`src/design/jsf_pkg.sv`:
```
`timescale 1ns / 1ps
// ----------------------------------------------------------------------------
// jsf_pkg: shared types and constants
// Generator constants, rotation helper, sequencer states and the control
// bundle that the sequencer sends to the generator datapath.
// ----------------------------------------------------------------------------
package jsf_pkg;

  localparam int WORD_W = 64;
  localparam int CNT_W  = 4;

  localparam logic [WORD_W-1:0] GEN_INIT_A = 64'h0000_0000_f1ea_5eed;
  localparam logic [CNT_W-1:0]  FULL_COUNT = 4'd8;

  localparam int ROT_B = 7;
  localparam int ROT_C = 13;
  localparam int ROT_D = 37;

  localparam int WARMUP_ROUNDS_DEF = 20;

  typedef enum logic [2:0] {
    ST_IDLE,
    ST_LOAD,
    ST_WARM_E,
    ST_WARM_F,
    ST_KEY_E,
    ST_KEY_F,
    ST_EMIT
  } seq_state_t;

  typedef struct packed {
    logic load;    // load a from GEN_INIT_A and b, c, d from the seed
    logic step_e;  // first half of a generator step
    logic step_f;  // second half of a generator step
    logic emit;    // commit the result item to the output register
  } gen_ctl_t;

  function automatic logic [WORD_W-1:0] rotl(input logic [WORD_W-1:0] v, input int k);
    rotl = (v << k) | (v >> (WORD_W - k));
  endfunction

endpackage

```
`src/design/jsf_if.sv`:
```
`timescale 1ns / 1ps
// ----------------------------------------------------------------------------
// jsf_if: channel interfaces
// Message word input, result output and seed write channels.
// ----------------------------------------------------------------------------
interface jsf_in_if;
  logic                        valid;
  logic                        ready;
  logic [jsf_pkg::WORD_W-1:0]  data_word;
  logic [jsf_pkg::CNT_W-1:0]   byte_count;
  logic                        first_word;
  logic                        last_word;

  modport source (output valid, data_word, byte_count, first_word, last_word, input ready);
  modport sink   (input valid, data_word, byte_count, first_word, last_word, output ready);
endinterface

interface jsf_out_if;
  logic                        valid;
  logic                        ready;
  logic [jsf_pkg::WORD_W-1:0]  out_word;
  logic [jsf_pkg::CNT_W-1:0]   out_count;
  logic                        out_last;

  modport source (output valid, out_word, out_count, out_last, input ready);
  modport sink   (input valid, out_word, out_count, out_last, output ready);
endinterface

interface jsf_cfg_if;
  logic                        valid;
  logic                        ready;
  logic [jsf_pkg::WORD_W-1:0]  seed_value;

  modport source (output valid, seed_value, input ready);
  modport sink   (input valid, seed_value, output ready);
endinterface

```
`src/design/jsf_gen.sv`:
```
`timescale 1ns / 1ps
// ----------------------------------------------------------------------------
// jsf_gen: generator state and shared step unit
// Holds the four state words and runs one generator step in two halves.
// ----------------------------------------------------------------------------
module jsf_gen (
  input  logic                       clk,
  input  logic                       rst_n,
  input  jsf_pkg::gen_ctl_t          ctl,
  input  logic [jsf_pkg::WORD_W-1:0] seed,
  output logic [jsf_pkg::WORD_W-1:0] gen_d
);

  logic [jsf_pkg::WORD_W-1:0] a_r, b_r, c_r, d_r, e_r;
  logic [jsf_pkg::WORD_W-1:0] a_nxt, b_nxt, c_nxt, d_nxt, e_nxt;

  always_comb begin
    a_nxt = a_r;
    b_nxt = b_r;
    c_nxt = c_r;
    d_nxt = d_r;
    e_nxt = e_r;
    if (ctl.load) begin
      a_nxt = jsf_pkg::GEN_INIT_A;
      b_nxt = seed;
      c_nxt = seed;
      d_nxt = seed;
    end else if (ctl.step_e) begin
      e_nxt = a_r - jsf_pkg::rotl(b_r, jsf_pkg::ROT_B);
      a_nxt = b_r ^ jsf_pkg::rotl(c_r, jsf_pkg::ROT_C);
      b_nxt = c_r + jsf_pkg::rotl(d_r, jsf_pkg::ROT_D);
    end else if (ctl.step_f) begin
      // a already holds the new value here
      c_nxt = d_r + e_r;
      d_nxt = e_r + a_r;
    end
  end

  always_ff @(posedge clk) begin
    if (!rst_n) begin
      a_r <= '0;
      b_r <= '0;
      c_r <= '0;
      d_r <= '0;
    end else begin
      a_r <= a_nxt;
      b_r <= b_nxt;
      c_r <= c_nxt;
      d_r <= d_nxt;
    end
  end

  always_ff @(posedge clk) begin
    e_r <= e_nxt;
  end

  assign gen_d = d_r;

endmodule

```
`src/design/jsf_ctrl.sv`:
```
`timescale 1ns / 1ps
// ----------------------------------------------------------------------------
// jsf_ctrl: sequencer
// Steps the generator through reseed and warm-up on a first item and the
// keystream step on a full item; each result goes to the output register.
// ----------------------------------------------------------------------------
module jsf_ctrl #(
  parameter int WARMUP_ROUNDS = jsf_pkg::WARMUP_ROUNDS_DEF
) (
  input  logic              clk,
  input  logic              rst_n,
  input  logic              in_accept,
  input  logic              in_first,
  input  logic              in_full,
  input  logic              out_free,
  output logic              idle,
  output jsf_pkg::gen_ctl_t ctl
);

  localparam int RW = (WARMUP_ROUNDS < 1) ? 1 : $clog2(WARMUP_ROUNDS + 1);

  jsf_pkg::seq_state_t state_r, state_nxt;
  logic [RW-1:0]       cnt_r, cnt_nxt;
  logic                full_r, full_nxt;
  logic                warm_done;

  assign warm_done = (cnt_r == RW'(WARMUP_ROUNDS - 1));

  always_comb begin
    state_nxt = state_r;
    cnt_nxt   = cnt_r;
    full_nxt  = full_r;
    case (state_r)
      jsf_pkg::ST_IDLE: begin
        if (in_accept) begin
          full_nxt = in_full;
          if (in_first) begin
            state_nxt = jsf_pkg::ST_LOAD;
          end else if (in_full) begin
            state_nxt = jsf_pkg::ST_KEY_E;
          end else begin
            state_nxt = jsf_pkg::ST_EMIT;
          end
        end
      end
      jsf_pkg::ST_LOAD: begin
        cnt_nxt = '0;
        if (WARMUP_ROUNDS != 0) begin
          state_nxt = jsf_pkg::ST_WARM_E;
        end else if (full_r) begin
          state_nxt = jsf_pkg::ST_KEY_E;
        end else begin
          state_nxt = jsf_pkg::ST_EMIT;
        end
      end
      jsf_pkg::ST_WARM_E: state_nxt = jsf_pkg::ST_WARM_F;
      jsf_pkg::ST_WARM_F: begin
        cnt_nxt = cnt_r + RW'(1);
        if (!warm_done) begin
          state_nxt = jsf_pkg::ST_WARM_E;
        end else if (full_r) begin
          state_nxt = jsf_pkg::ST_KEY_E;
        end else begin
          state_nxt = jsf_pkg::ST_EMIT;
        end
      end
      jsf_pkg::ST_KEY_E: state_nxt = jsf_pkg::ST_KEY_F;
      jsf_pkg::ST_KEY_F: state_nxt = jsf_pkg::ST_EMIT;
      jsf_pkg::ST_EMIT: begin
        if (out_free) begin
          state_nxt = jsf_pkg::ST_IDLE;
        end
      end
      default: state_nxt = jsf_pkg::ST_IDLE;
    endcase
  end

  always_comb begin
    idle       = 1'b0;
    ctl.load   = 1'b0;
    ctl.step_e = 1'b0;
    ctl.step_f = 1'b0;
    ctl.emit   = 1'b0;
    case (state_r)
      jsf_pkg::ST_IDLE:   idle = 1'b1;
      jsf_pkg::ST_LOAD:   ctl.load = 1'b1;
      jsf_pkg::ST_WARM_E: ctl.step_e = 1'b1;
      jsf_pkg::ST_WARM_F: ctl.step_f = 1'b1;
      jsf_pkg::ST_KEY_E:  ctl.step_e = 1'b1;
      jsf_pkg::ST_KEY_F:  ctl.step_f = 1'b1;
      jsf_pkg::ST_EMIT:   ctl.emit = out_free;
      default:            idle = 1'b0;
    endcase
  end

  always_ff @(posedge clk) begin
    if (!rst_n) begin
      state_r <= jsf_pkg::ST_IDLE;
      cnt_r   <= '0;
      full_r  <= 1'b0;
    end else begin
      state_r <= state_nxt;
      cnt_r   <= cnt_nxt;
      full_r  <= full_nxt;
    end
  end

  a_step_order: assert property (@(posedge clk) disable iff (!rst_n)
    ctl.step_f |-> $past(ctl.step_e))
    else $error("second step half without first half");

  a_load_from_idle: assert property (@(posedge clk) disable iff (!rst_n)
    ctl.load |-> $past(state_r) == jsf_pkg::ST_IDLE)
    else $error("reseed outside message start");

  a_warm_bound: assert property (@(posedge clk) disable iff (!rst_n)
    (state_r == jsf_pkg::ST_WARM_E || state_r == jsf_pkg::ST_WARM_F)
      |-> cnt_r < RW'(WARMUP_ROUNDS))
    else $error("warm-up count overrun");

endmodule

```
`src/design/jsf64_keystream_xor.sv`:
```
`timescale 1ns / 1ps
// ----------------------------------------------------------------------------
// jsf64_keystream_xor: keystream XOR cipher on the 64-bit small fast generator
// Full 8-byte words are XORed with the generator output; shorter words pass
// through. A first_word item reseeds and warms up the generator.
// ----------------------------------------------------------------------------
// One item at a time. A generator step runs in two halves on one shared step
// unit: a full word passes KEY_E, KEY_F and EMIT, a partial word only EMIT;
// a first_word item passes LOAD and WARMUP_ROUNDS warm-up rounds (default
// of 20) first, for reseed and warm-up. The result sits in an output
// register, so the next item is taken while it waits to drain. The user is
// to write the seed register through cfg_ch at an idle time only; the block
// itself does not enforce this. The seed is used at the next first_word.
module jsf64_keystream_xor #(
  parameter int WARMUP_ROUNDS = jsf_pkg::WARMUP_ROUNDS_DEF
) (
  input  logic       clk,
  input  logic       rst_n,
  jsf_in_if.sink     in_ch,
  jsf_out_if.source  out_ch,
  jsf_cfg_if.sink    cfg_ch
);

  jsf_pkg::gen_ctl_t ctl;
  logic              idle;
  logic              in_accept;
  logic              out_free;

  logic [jsf_pkg::WORD_W-1:0] seed_r;
  logic [jsf_pkg::WORD_W-1:0] gen_d;
  logic [jsf_pkg::WORD_W-1:0] word_r;
  logic [jsf_pkg::CNT_W-1:0]  count_r;
  logic                       last_r;

  logic                       out_valid_r;
  logic [jsf_pkg::WORD_W-1:0] out_word_r;
  logic [jsf_pkg::CNT_W-1:0]  out_count_r;
  logic                       out_last_r;

  assign in_ch.ready  = idle;
  assign in_accept    = in_ch.valid & idle;
  assign out_free     = ~out_valid_r | out_ch.ready;
  assign cfg_ch.ready = 1'b1;

  always_ff @(posedge clk) begin
    if (!rst_n) begin
      seed_r <= '0;
    end else if (cfg_ch.valid) begin
      seed_r <= cfg_ch.seed_value;
    end
  end

  // hold the item while the sequencer works on it
  always_ff @(posedge clk) begin
    if (in_accept) begin
      word_r  <= in_ch.data_word;
      count_r <= in_ch.byte_count;
      last_r  <= in_ch.last_word;
    end
  end

  jsf_ctrl #(
    .WARMUP_ROUNDS (WARMUP_ROUNDS)
  ) u_ctrl (
    .clk       (clk),
    .rst_n     (rst_n),
    .in_accept (in_accept),
    .in_first  (in_ch.first_word),
    .in_full   (in_ch.byte_count == jsf_pkg::FULL_COUNT),
    .out_free  (out_free),
    .idle      (idle),
    .ctl       (ctl)
  );

  jsf_gen u_gen (
    .clk   (clk),
    .rst_n (rst_n),
    .ctl   (ctl),
    .seed  (seed_r),
    .gen_d (gen_d)
  );

  always_ff @(posedge clk) begin
    if (!rst_n) begin
      out_valid_r <= 1'b0;
    end else if (ctl.emit) begin
      out_valid_r <= 1'b1;
    end else if (out_ch.ready) begin
      out_valid_r <= 1'b0;
    end
  end

  // d holds the fresh keystream word after a full-word step
  always_ff @(posedge clk) begin
    if (ctl.emit) begin
      out_word_r  <= (count_r == jsf_pkg::FULL_COUNT) ? (word_r ^ gen_d) : word_r;
      out_count_r <= count_r;
      out_last_r  <= last_r;
    end
  end

  assign out_ch.valid     = out_valid_r;
  assign out_ch.out_word  = out_word_r;
  assign out_ch.out_count = out_count_r;
  assign out_ch.out_last  = out_last_r;

  a_emit_source: assert property (@(posedge clk) disable iff (!rst_n)
    $rose(out_valid_r) |-> $past(ctl.emit))
    else $error("result item without commit");

  a_no_accept_busy: assert property (@(posedge clk) disable iff (!rst_n)
    ctl.emit |-> !in_accept)
    else $error("item taken while result pending in sequencer");

endmodule
```
`src/flat_wrapper.sv`:
```
// flat-port wrapper written by rule: the top's interface ports become plain ports
module jsf64_keystream_xor_flat 
#(
  parameter int WARMUP_ROUNDS = jsf_pkg::WARMUP_ROUNDS_DEF
)
  (clk, rst_n, in_ch_valid, in_ch_data_word, in_ch_byte_count, in_ch_first_word, in_ch_last_word, in_ch_ready, out_ch_valid, out_ch_out_word, out_ch_out_count, out_ch_out_last, out_ch_ready, cfg_ch_valid, cfg_ch_seed_value, cfg_ch_ready);
  jsf_in_if in_ch_i ();
  jsf_out_if out_ch_i ();
  jsf_cfg_if cfg_ch_i ();
  input  logic clk;
  input  logic rst_n;
  input wire logic [$bits(in_ch_i.valid)-1:0] in_ch_valid;
  input wire logic [$bits(in_ch_i.data_word)-1:0] in_ch_data_word;
  input wire logic [$bits(in_ch_i.byte_count)-1:0] in_ch_byte_count;
  input wire logic [$bits(in_ch_i.first_word)-1:0] in_ch_first_word;
  input wire logic [$bits(in_ch_i.last_word)-1:0] in_ch_last_word;
  output wire logic [$bits(in_ch_i.ready)-1:0] in_ch_ready;
  output wire logic [$bits(out_ch_i.valid)-1:0] out_ch_valid;
  output wire logic [$bits(out_ch_i.out_word)-1:0] out_ch_out_word;
  output wire logic [$bits(out_ch_i.out_count)-1:0] out_ch_out_count;
  output wire logic [$bits(out_ch_i.out_last)-1:0] out_ch_out_last;
  input wire logic [$bits(out_ch_i.ready)-1:0] out_ch_ready;
  input wire logic [$bits(cfg_ch_i.valid)-1:0] cfg_ch_valid;
  input wire logic [$bits(cfg_ch_i.seed_value)-1:0] cfg_ch_seed_value;
  output wire logic [$bits(cfg_ch_i.ready)-1:0] cfg_ch_ready;
  assign in_ch_i.valid = in_ch_valid;
  assign in_ch_i.data_word = in_ch_data_word;
  assign in_ch_i.byte_count = in_ch_byte_count;
  assign in_ch_i.first_word = in_ch_first_word;
  assign in_ch_i.last_word = in_ch_last_word;
  assign in_ch_ready = in_ch_i.ready;
  assign out_ch_valid = out_ch_i.valid;
  assign out_ch_out_word = out_ch_i.out_word;
  assign out_ch_out_count = out_ch_i.out_count;
  assign out_ch_out_last = out_ch_i.out_last;
  assign out_ch_i.ready = out_ch_ready;
  assign cfg_ch_i.valid = cfg_ch_valid;
  assign cfg_ch_i.seed_value = cfg_ch_seed_value;
  assign cfg_ch_ready = cfg_ch_i.ready;
  jsf64_keystream_xor #(.WARMUP_ROUNDS(WARMUP_ROUNDS)) u_core (.clk(clk), .rst_n(rst_n), .in_ch(in_ch_i), .out_ch(out_ch_i), .cfg_ch(cfg_ch_i));
endmodule
```
`config.mk`:
```
export PLATFORM = sky130hd
export DESIGN_NAME = jsf64_keystream_xor_flat
export DESIGN_NICKNAME = d
export VERILOG_FILES = /design/src/design/jsf_pkg.sv /design/src/design/jsf_if.sv /design/src/design/jsf_gen.sv /design/src/design/jsf_ctrl.sv /design/src/design/jsf64_keystream_xor.sv /design/src/flat_wrapper.sv
export SDC_FILE = /design/constraint.sdc
export NUM_CORES = 2
export LEC_CHECK = 0
export BUFFER_PORTS_ARGS = -buffer_cell sky130_fd_sc_hd__buf_2
export CAP_MARGIN = 20
export CORE_MARGIN = 5
export CORE_UTILIZATION = 30
export CTS_CLUSTER_DIAMETER = 200
export DETAILED_ROUTE_END_ITERATION = 10
export GPL_TIMING_DRIVEN = 0
export SYNTH_ARGS = -nofsm -noshare
export SYNTH_HDL_FRONTEND = slang
export SYNTH_SLANG_ARGS = --single-unit
export TNS_END_PERCENT = 100
```
`constraint.sdc`:
```
create_clock -name clk -period 8.05 [get_ports clk]
set_input_delay 0.4025 -clock clk [delete_from_list [all_inputs] [get_ports clk]]
set_output_delay 0.4025 -clock clk [all_outputs]
set_load 0.02 [all_outputs]
```
==> metrics.cfg <==
[timing]
clock-skew-final_ns=0.0388
min_period_over_period_pct=63.8
rsz0062_at_grt=false
slew_viol_final=0
max_freq_mhz=195
hold_ws_ns=0.0129
timing.final.hold_violations=0
worstMarginPinSlew_ns=1.24
fin_tns_setup_ns=0
layout_min_cycle_time_ns=5.13
setup_ws_ns=2.92
slew_headroom_pct=17.1
setup_viol=0

[worst_setup_path]
worstPathCellList=inv_1 > ha_1 > a21o_1 > a21oi_1 > o21ai_0 > nor3_1 > o31ai_1 > or2_2 > and4_1 > o21ai_0 > nand2b_1 > a221oi_1 > xnor2_1
crit_buf_inv=1
cpMaxStageDelayCell=nor3_1
endpoint_kind=register
max_stage_delay_ns=0.96
cp.arrival_ns=5.51
crit_fanout=6
crit_top_cell=o21ai_0
crit_family=compound AO/OA/AOI/OAI gates
setup.worst_path.class=reg2reg
cp.required_ns=8.43
cp-start-kind=register

[logic_synthesis]
yosys_warnings=0
synthesis.area_sq_um=34400
async_flop_share_pct=0
ys_ff_latch=532
synth_ff_type=dfxtp_1
syn_nets=4397
synth_edf_count=202
netlist_instances=4001
avgSynthCellArea_sq_um=8.61
yosys.cell_types.count=79
yosysSeqAreaShare_pct=36.8

[clock_network]
postCtsSetupBuffers=0
clock_path_buffers=3
h-tree-depth=3
clock_insertion_delay_worst_skew_ns=0.67
path_clk_slew_ns=0.06
cts_buffers=69
cts_resized=0
postCtsHoldBufs=120
root_buffer=clkbuf_16
tritoncts=done
clock_sinks=532

[power]
p_leak_nw=17.0
ir_worst_vdd_uv=164
total_power_mw=14.2
p_per_area_nw_per_um2=345

[min_path]
worstHoldPathType=in2reg

[route]
ant_nets=0
drtIter0Drc=3840
dr.pass1.iters=5
routed-via-count=34200
post_drt_wl_per_cell_um=27.1
wirelength_um=163000
drc_errors=0
via_per_inst=5.71

[global_routing]
grt_pass1_vias=32400
grt.total_usage_pct=25.6
antenna_found_initial=6
grt_max_degree=38
grt_pass1_wl_um=228000
grt.overflow.total=0

[place]
io_buffers=207
pre_cts_ws_ns=3.02
post-place-cells=5739
gp_congestion=1.02
place_area_sq_um=37600
dp_hpwl_um=130000

[final_layout]
utilization_pct=36.1
final_cell_area_sq_um=41200
drive_gt1_share_pct=8.41
area_growth_pct=19.7
layout.cells.non_filler=5987
finish.net_count=4815

[floorplanning]
rows=124
num_io_pins=211
die_area_sq_um=122000
die_w_um=349
fp.dieH_um=349
initial_core_util_pct=30.2
core_area_sq_um=114000

[job]
maxCapViolCount=0

[status]
status=finished clean

[path summary, 6_finish.rpt]
check                                           to  slack [ns]  cells past startpoint                         startpoint
setup / recovery    u_core.u_gen.e_r[63]$_DFFE_PP_        2.92                     13  u_core.u_gen.b_r[63]$_SDFFE_PN0P_
hold / removal      u_core.seed_r[30]$_SDFFE_PN0P_        0.01                      3              cfg_ch_seed_value[30]
setup reg to reg    u_core.u_gen.e_r[63]$_DFFE_PP_        2.92                     13  u_core.u_gen.b_r[63]$_SDFFE_PN0P_
hold reg to reg   u_core.out_ch.out_last$_DFFE_PP_        0.42                      0            u_core.last_r$_DFFE_PP_
[cell families (layout without fill, tap and decap cells)]
group / count (synthesis) / after routing / share of synthesized area, %
xor gates and xnor gates: 361 / 361 / 9.18
buffers and inverters: 367 / 839 / 4.04
other: 1 / 3 / 0.0109
and+or+nand+nor: 1108 / 1108 / 14.3
AOI/OAI and AO/OA: 1305 / 1305 / 24.2
DFF: 532 / 532 / 36.8
muxes: 70 / 70 / 2.03
adders and majority gates: 257 / 257 / 9.42
[report_power, final]
part	internal [mW]	switching [mW]	total [mW]
Combinational	2.42	4.40	6.82
Clock	1.98	1.34	3.32
Sequential	3.38	0.695	4.07
Total	7.79	6.44	14.2
[cell type report]
cell class | count | area, sq um
fillers | 12000 | 73000
repair buffers | 347 | 2500
clock buffers | 89 | 1880
inverters | 124 | 465
well taps | 1512 | 1890
diodes | 2 | 5.00
multi-input cells | 3102 | 20400
clock inverters | 36 | 483
plain buffers | 243 | 931
flip-flops and latches | 532 | 12700
[placed cells by master, fill, tap and decap left out, types with 29 or more instances in the layout]
cell           Yosys  routed
a211oi_1          93      93
a21o_1           206     206
a21oi_1          350     350
a31oi_1          114     114
buf_2              4     211
clkbuf_1         215     224
clkbuf_16          0      69
dfxtp_1          330     330
dlygate4sd3_1      0     120
edfxtp_1         202     202
ha_1             253     253
inv_1            122     122
mux2i_1           70      70
nand2_1          469     469
nand3_1           43      43
nand4_1           79      79
nor2_1           302     302
nor2b_1           29      29
nor3_1            66      64
o21a_1            32      32
o21ai_0          268     268
o21bai_1          45      45
xnor2_1          268     268
xor2_1            93      93
[registers in the layout, indices dropped and copies added, names as in the netlist, 4 cells and up]
register                 count
u_core.count_r               4
u_core.out_ch.out_count      4
u_core.out_ch.out_word      64
u_core.seed_r               64
u_core.u_ctrl.cnt_r          5
u_core.u_gen.a_r            64
u_core.u_gen.b_r            64
u_core.u_gen.c_r            64
u_core.u_gen.e_r            64
u_core.u_gen.gen_d          64
u_core.word_r               64
[cell usage after synthesis (114+ instances only)]
cell      number  area (sq um)
inv_1        122           458
o21ai_0      268          1340
a21o_1       206          1550
edfxtp_1     202          6070
a31oi_1      114           713
ha_1         253          3170
xnor2_1      268          2350
a21oi_1      350          1750
nand2_1      469          1760
clkbuf_1     215           807
nor2_1       302          1130
dfxtp_1      330          6610
[worst min-delay path, stage by stage]
cell and delay [ns]:
buf_2 0.10, mux2i_1 0.07, nor2_1 0.07
[per-layer routing]
metal / global-route usage (%) / share of wire [%] / vias to the layer above
met5: 0 / 0.018 / -
met4: 12.7 / 5.9 / 4
met3: 5.50 / 9.4 / 416
met2: 39.2 / 43 / 1823
met1: 34.0 / 42 / 16500
li1: - / - / 15500
(Power assumes the default switching activity.)
